<file path="src/rtl/fdl_pkg.sv">
// Fractional delay line: shared widths, reset values and inter-module types.
// No dependencies; imported by the top level and the interpolator.
`default_nettype none

package fdl_pkg;

   localparam int BASE_WIDTH   = 12;
   localparam int OFFSET_WIDTH = 21;

   localparam logic [BASE_WIDTH-1:0] BASE_RESET = BASE_WIDTH'(1);

   // Stage-two control handed from the top level to the interpolator.
   typedef struct packed {
      logic vld;
      logic fwd_older;
      logic fwd_newer;
   } fdl_sel_type;

endpackage

`default_nettype wire

</file>
<file path="src/rtl/fdl_interp.sv">
// Fractional delay line: tap forwarding, weighted products, sum, shift and
// the result register. Uses fdl_pkg for the stage-two control struct.
`default_nettype none

module fdl_interp
   import fdl_pkg::*;
#(
   parameter int SAMPLE_WIDTH = 24,
   parameter int FRAC_BITS    = 8
) (
   input  logic                           clock,
   input  logic                           reset,
   input  fdl_sel_type                    sel,
   input  logic signed [SAMPLE_WIDTH-1:0] cur_sample,
   input  logic signed [SAMPLE_WIDTH-1:0] rd_older,
   input  logic signed [SAMPLE_WIDTH-1:0] rd_newer,
   input  logic [FRAC_BITS:0]             w_older,
   input  logic [FRAC_BITS-1:0]           w_newer,
   output logic                           take,
   output logic                           rsp_valid,
   input  logic                           rsp_stall,
   output logic signed [SAMPLE_WIDTH-1:0] rsp_sample_out
);

   localparam int PW = SAMPLE_WIDTH + FRAC_BITS + 2;

   logic signed [SAMPLE_WIDTH-1:0] older, newer;
   logic signed [FRAC_BITS+1:0]    w_older_s;
   logic signed [FRAC_BITS:0]      w_newer_s;
   logic signed [PW-1:0]           p_older_in, p_newer_in;
   logic signed [PW-1:0]           p_older_ff, p_newer_ff;
   logic                           s3_vld_ff, s3_vld_in;
   logic                           rsp_vld_ff, rsp_vld_in;
   logic signed [SAMPLE_WIDTH-1:0] rsp_data_ff;
   logic signed [PW-1:0]           sum, shifted;
   logic                           out_free, s3_go, s3_free;

   // The sample written in the same transaction is not in memory read data yet.
   assign older     = sel.fwd_older ? cur_sample : rd_older;
   assign newer     = sel.fwd_newer ? cur_sample : rd_newer;
   assign w_older_s = {1'b0, w_older};
   assign w_newer_s = {1'b0, w_newer};

   assign p_older_in = PW'(older) * PW'(w_older_s);
   assign p_newer_in = PW'(newer) * PW'(w_newer_s);

   assign out_free = !rsp_vld_ff || !rsp_stall;
   assign s3_go    = s3_vld_ff && out_free;
   assign s3_free  = !s3_vld_ff || s3_go;
   assign take     = sel.vld && s3_free;

   always_comb begin
      s3_vld_in = s3_vld_ff;
      if (take) begin
         s3_vld_in = 1'b1;
      end else if (s3_go) begin
         s3_vld_in = 1'b0;
      end
      rsp_vld_in = rsp_vld_ff;
      if (s3_go) begin
         rsp_vld_in = 1'b1;
      end else if (!rsp_stall) begin
         rsp_vld_in = 1'b0;
      end
   end

   // Floor rounding: arithmetic shift of the exact sum.
   assign sum     = p_older_ff + p_newer_ff;
   assign shifted = sum >>> FRAC_BITS;

   always_ff @(posedge clock) begin
      if (reset) begin
         s3_vld_ff  <= 1'b0;
         rsp_vld_ff <= 1'b0;
      end else begin
         s3_vld_ff  <= s3_vld_in;
         rsp_vld_ff <= rsp_vld_in;
      end
   end

   always_ff @(posedge clock) begin
      if (take) begin
         p_older_ff <= p_older_in;
         p_newer_ff <= p_newer_in;
      end
      if (s3_go) begin
         rsp_data_ff <= shifted[SAMPLE_WIDTH-1:0];
      end
   end

   assign rsp_valid      = rsp_vld_ff;
   assign rsp_sample_out = rsp_data_ff;

endmodule

`default_nettype wire

</file>
<file path="config.mk">
export PLATFORM = sky130hd
export DESIGN_NAME = fdl_interp
export DESIGN_NICKNAME = d
export VERILOG_FILES = /design/src/rtl/fdl_pkg.sv /design/src/rtl/fdl_interp.sv
export SDC_FILE = /design/constraint.sdc
export NUM_CORES = 1
export LEC_CHECK = 0
export ABC_AREA = 1
export BUFFER_PORTS_ARGS = -buffer_cell sky130_fd_sc_hd__buf_4
export CAP_MARGIN = 25
export CORE_UTILIZATION = 25
export DETAILED_ROUTE_END_ITERATION = 10
export GPL_TIMING_DRIVEN = 0
export PLACE_DENSITY = 0.42
export SETUP_SLACK_MARGIN = 0.5
export SYNTH_ARGS = -nofsm -noshare
export SYNTH_HDL_FRONTEND = slang
export SYNTH_SLANG_ARGS = --single-unit
</file>
<file path="constraint.sdc">
create_clock -name clock -period 9.1 [get_ports clock]
set_clock_uncertainty 0.2 [all_clocks]
set_input_delay 1.365 -clock clock [delete_from_list [all_inputs] [get_ports clock]]
set_output_delay 1.365 -clock clock [all_outputs]
set_load 0.02 [all_outputs]
</file>
==> flow_summary_export.csv, run 1 <==
group,metric,value,unit
final_layout,nNetsFinal,3526,
yosys,yosys.area.top_type,"fa_1",
clocking,post_cts_buffers,0,
sta,rsz0062_at_grt,"false",
detailed_routing,m1WireLength,33900,um
yosys,yosysSeqAreaShare,13.1,%
flow_run,maxCapViolCount,0,
global_route,grt_util_all_layers,16.4,%
critical_path,cp_data_arrival_time,7070,ps
floorplanning,ios,121,
sta,fmax,139,MHz
yosys,syn_inst,2798,
critical_path,r2r-start,"p_newer_ff[8]",
global_route,grt_pass1_vias,18100,
clocking,numCtsBuffers,9,
clocking,cts-root-buf,"clkbuf_16",
yosys,avgSynthCellArea,7.30,um2
yosys,async_reset_ff_share,0,%
place,dpl.hpwl,58700,um
critical_path,startpoint_type,"primary input",
critical_path,startpoint,"sel[1]",
global_route,grt_pass1_wl,104000,um
yosys,syn_nets,3373,
clocking,holdBufCountCts,0,
yosys,synth_top_area_share,31.3,%
yosys,synth_edf_count,88,
yosys,synth_mux_area_share,0,%
clocking,cts_tree,"built",
clocking,cts-htree-levels,3,
yosys,synth_common_cells,"nand2_1 (740), inv_1 (683), nor2_1 (338)",
run_status,violations,"design-rule violations",
critical_path,critPathCapture,"p_older_ff[27]",
yosys,synthTopCellsByArea,"fa_1 (31%), nand2_1 (14%), edfxtp_1 (13%), inv_1 (13%), ha_1 (9.9%)",
floorplanning,die_w,288,um
critical_path,reg2reg_depth,9,
detailed_routing,top_layer,"met4",
clocking,ctsResizeCount,0,
sta,worstMarginPinSlew,1060,ps
detailed_routing,postRouteWirelength,66300,um
sta,fin_crit,7180,ps
yosys,synth-simple-area-share,25.7,%
detailed_routing,drc,18,
yosys,synth_seq_cells,90,
sta,post-route-period-util,78.9,%
yosys,yosys_warnings,0,
clocking,clock-sinks,90,
yosys,synthFlopType,"edfxtp_1",
critical_path,r2r_end,"rsp_sample_out[17]",
yosys,synth_compound_area_share,4.24,%
critical_path,crit_required,8990,ps
hold_path,hp-class,"reg -> reg",
clocking,clock_latency,360,ps
detailed_routing,ant_nets,0,
critical_path,reg2reg_slack,6670,ps
floorplanning,design.core.area,0.0807,mm2
critical_path,cp-end-kind,"flop",
floorplanning,rows,104,
yosys,yosys.area_share.adder,41.1,%
clocking,path_clk_slew,70,ps
yosys,synth_area,0.0204,mm2
yosys,synth_top_family_by_area,"adder cells",
sta,drv_slew,0,
floorplanning,initial_utilization,25.3,%
clocking,clockBufferDepth,2,
sta,setup-tns-final,0,ps
detailed_routing,wl_per_cell,16.5,um
detailed_routing,routed-wl-met2,28900,um
critical_path,worstSetupPathType,"in -> reg",
floorplanning,chipHeight,288,um
yosys,synth_xor_area_share,2.10,%
sta,setup_viol,0,
global_route,grt_overflow_total,0,
detailed_routing,dr_total_vias,17100,
final_layout,diodes,0,
final_layout,syn_to_final_growth,13.4,%
run_status,status,"finished, violations left",
detailed_routing,drt_iter0_drc,805,
sta,timing_hold_violations_final,0,
global_route,grt_max_degree,45,
yosys,yosysMostFrequentCell,"nand2_1",
floorplanning,fp.dieArea,0.0828,mm2
final_layout,drive_gt1_share,8.05,%
place,gp_congestion,0.896,
place,port_buffers,118,
yosys,synth.distinct_cells,40,
detailed_routing,vias_per_cell,4.26,
detailed_routing,met3_length,2330,um
global_route,antenna_found_initial,0,
critical_path,crit_fanout,10,
detailed_routing,detail_route.first_pass.iterations,8,
sta,slew_headroom,28.4,%
stage by stage:
stage | util [%] | worst slack (ps) | hold slack [ps] | std cells | instance area, um2
after floorplan | - | 2770 | 245 | 2798 | 20400
after detailed placement | 28.3 | 1570 | 278 | 3997 | 22800
after global placement | 28.1 | 1200 | 261 | 3976 | 22600
final | 28.7 | 1920 | 279 | 4016 | 23200
after global routing | 28.7 | 1580 | 329 | 4016 | 23200
after CTS | 28.7 | 1930 | 292 | 4013 | 23200
how the worst min path moves through the flow:
| stage | start | endpoint | slack (ps) | cells past startpoint |
|---|---|---|---|---|
| 4_1_cts | rsp_valid | rsp_valid | 290 | 2 |
| 5_1_grt | rsp_valid | rsp_valid | 330 | 2 |
| 3_3_place_gp | s3_vld_ff | rsp_valid | 260 | 2 |
| 3_5_place_dp | s3_vld_ff | rsp_valid | 280 | 2 |
| 2_1_floorplan | s3_vld_ff | rsp_valid | 240 | 2 |
| 6_report | rsp_valid | rsp_valid | 280 | 2 |
sequential cells by signal (all words and copies together), names as in the netlist:
name / cells
s3_vld_ff: 1
p_newer_ff: 32
rsp_sample_out: 24
rsp_valid: 1
p_older_ff: 32
layout make-up:
cell class / instances / area (um2)
Clock inverter: 7 / 123
Buffer: 41 / 179
Multi-Input combinational cell: 1967 / 14900
Clock buffer: 9 / 225
Sequential cell: 90 / 2680
Tap cell: 1060 / 1330
Inverter: 700 / 2630
Timing Repair Buffer: 142 / 1070
Fill cell: 9060 / 57500
routing by layer:
layer,global-route usage [%],vias to the layer above
met3,1.62,48
li1,-,8602
met4,3.21,0
met5,0,-
met2,26.2,340
met1,23.9,8115
kinds of logic after synthesis:
family	count (synthesis)
xor+xnor	49
fa+ha+maj	480
simple gates	1278
buf+inv	741
flops	90
compound gates	160
critical path, stage by stage:
cell and delay, ps:
buf_4 130, buf_4 170, buf_6 140, o21ai_0 790
inv_1 370, nand2_1 190, fa_1 400, inv_1 100
fa_1 420, fa_1 470, fa_1 500, inv_1 50
fa_1 470, inv_1 50, ha_1 400, nand2_1 150
nor2_1 240, nand3_1 110, nand3b_1 180, nand2_1 130
nand4_1 110, nand2_1 100
cells in the final DEF (no fill, tap or decap), drive strengths merged:
cell        n
o21ai      71
bufinv      3
nor2      354
a31oi       2
nand3b      4
or2         4
dfxtp       2
nor3b       1
nor3       18
xnor2      10
fa        319
o21bai     14
nand4      29
edfxtp     88
inv       698
nand2     759
a21o        2
buf       147
clkbuf     45
and2        8
clkinv      5
nor4        2
clkinvlp    1
a21oi      71
nand3      98
ha        161
and3        1
xor2       39
Power of run 1 is not shown: default switching activity piles up to over one toggle a cycle in this logic, so the estimate is an artifact.
==> inputs of run 2 (changes only) <==
clock period = 6.7 ns   (was 9.1 ns; I/O delays follow)
==> run 2 against run 1 <==
The flow still finishes with violations (design-rule violations). Cell count increased by 0.42%. Critical path type unchanged. Via count increased by 0.44%. First-iteration DRC count increased by 9.1%. Routed wire length increased by 0.64%. Register-to-register slack got worse by 2400 ps. Worst setup slack got worse by 1200 ps. Non-clock buffer count increased by 17. Worst hold slack about the same. Cell area increased by 3.1%.
==> flow_summary_export.csv, run 2 (synthesis gave the netlist of run 1 again) <==
group,metric,value,unit
critical_path,worstSetupPathType,"in -> reg",
sta,drv_slew,0,
clocking,numCtsBuffers,9,
global_route,grt_pass1_wl,105000,um
place,dpl.hpwl,58700,um
floorplanning,chipHeight,288,um
hold_path,holdCritStartpoint,"rsp_valid",
sta,rsz0062_at_grt,"true",
hold_path,hp-class,"reg -> reg",
critical_path,cpPeakStageDelay,540,ps
floorplanning,design.core.area,0.0807,mm2
place,dp.cells,3997,
clocking,cts-root-buf,"clkbuf_16",
floorplanning,fp.dieArea,0.0828,mm2
final_layout,final_cell_mix,"nand2_1 (719), inv_1 (665), nor2_1 (322), fa_1 (318), buf_4 (144)",
critical_path,crit_family,"adder cells",
run_status,status,"finished, violations left",
sta,fmax,167,MHz
critical_path,worstPathCellList,"buf_4 > buf_6 > buf_4 > nand2_1 > o21ai_0 > buf_4 > inv_2 > nand2_1 > fa_1 > inv_1 > fa_1 > fa_1 > fa_1 > inv_1 > fa_1 > inv_1 > ha_4 > nand2_1 > nor2_2 > inv_1 > nor2_4 > nand3_1 > nand3b_1 > xor2_2",
clocking,path_clk_slew,70,ps
run_status,violations,"design-rule violations",
critical_path,path_buf_inv,9,
final_layout,fin_util,29.6,%
global_route,grt_overflow_total,0,
floorplanning,rows,104,
global_route,antenna_found_initial,0,
detailed_routing,vias_per_cell,4.26,
clocking,cts-htree-levels,3,
critical_path,r2r_end,"rsp_sample_out[17]",
critical_path,crit_required,6690,ps
sta,post-route-period-util,89.6,%
place,gp_congestion,0.896,
sta,fin_crit,6000,ps
critical_path,cp_data_arrival_time,5990,ps
sta,holdWs,279,ps
hold_path,hold_depth,2,
sta,worstMarginPinSlew,979,ps
detailed_routing,detail_route.first_pass.iterations,8,
clocking,clockBufferDepth,2,
clocking,holdBufCountCts,0,
detailed_routing,ant_nets,0,
critical_path,reg2reg_slack,4250,ps
detailed_routing,wl_per_cell,16.6,um
place,port_buffers,118,
detailed_routing,postRouteWirelength,66800,um
global_route,grt_pass1_vias,18100,
floorplanning,ios,121,
detailed_routing,drc,18,
critical_path,startpoint_type,"primary input",
final_layout,diodes,0,
detailed_routing,dr_total_vias,17200,
final_layout,layout_commonest_cell,"nand2_1",
floorplanning,die_w,288,um
floorplanning,initial_utilization,25.3,%
final_layout,drive_gt1_share,12.2,%
sta,timing_hold_violations_final,0,
critical_path,reg2reg_depth,9,
clocking,cts_tree,"built",
final_layout,nNetsFinal,3543,
final_layout,stdcell_count,4033,
sta,setup_viol,0,
global_route,grt_max_degree,45,
sta,setup-tns-final,0,ps
global_route,grt_util_all_layers,16.5,%
critical_path,slowest_stage,"fa_1",
critical_path,cp-end-kind,"flop",
critical_path,cpMostUsedCell,"fa_1",
clocking,clock-sinks,90,
flow_run,maxCapViolCount,0,
sta,slew_headroom,34.0,%
final_layout,syn_to_final_growth,16.9,%
hold_path,min_delay_worst_endpoint,"rsp_valid",
clocking,clock_latency,360,ps
critical_path,crit_fanout,10,
detailed_routing,drt_iter0_drc,878,
critical_path,r2r-start,"p_newer_ff[8]",
[run 2: through the flow]
step	worst slack [ps]	cell area [um2]
after floorplan	727	20400
after global placement	-841	22600
after detailed placement	-473	22800
after CTS	468	23300
after global routing	472	23900
final	698	23900
[run 2: worst max-delay path by stage]
stage,start,end,slack (ps),cells past startpoint
2_1_floorplan,sel[1],p_older_ff[30],730,27
3_3_place_gp,sel[1],p_older_ff[30],-840,24
3_5_place_dp,sel[1],p_older_ff[23],-470,21
4_1_cts,sel[1],p_older_ff[23],470,24
5_1_grt,sel[1],p_older_ff[27],470,28
6_report,sel[1],p_older_ff[23],700,24
[run 2: cell type report]
type,count,area (um2)
timing repair buffer,159,1220
fill,8988,56800
clock buffer,9,225
sequential,90,2680
multi-input combinational,1967,15500
tap,1060,1330
buffer,41,193
inverter,700,2640
clock inverter,7,123
[run 2: worst reg2reg max path, delay by kind of cell (launching register included)]
family                     cells  cell delay [ps]
AOI/OAI and AO/OA              1              230
buffers and inverters          1               50
adders and majority gates      1              420
and+or+nand+nor                6              830
DFF                            1              480
[run 2: repair_timing]
item | in CTS | in global routing
buffers inserted | 3 | 14
setup endpoints to repair | 23 | 24
resized for setup | 60 | 104
pin swaps | 1 | 22
[run 2: routing by layer]
layer	wire length [um]	share of wire [%]	GRT usage, %	vias up
met4	1200	1.8	3.19	0
li1	-	-	-	8638
met2	29000	44	26.4	315
met5	0	0	0	-
met3	2190	3.3	1.80	49
met1	34300	51	23.8	8179
Power of run 2 is left out for the same reason.
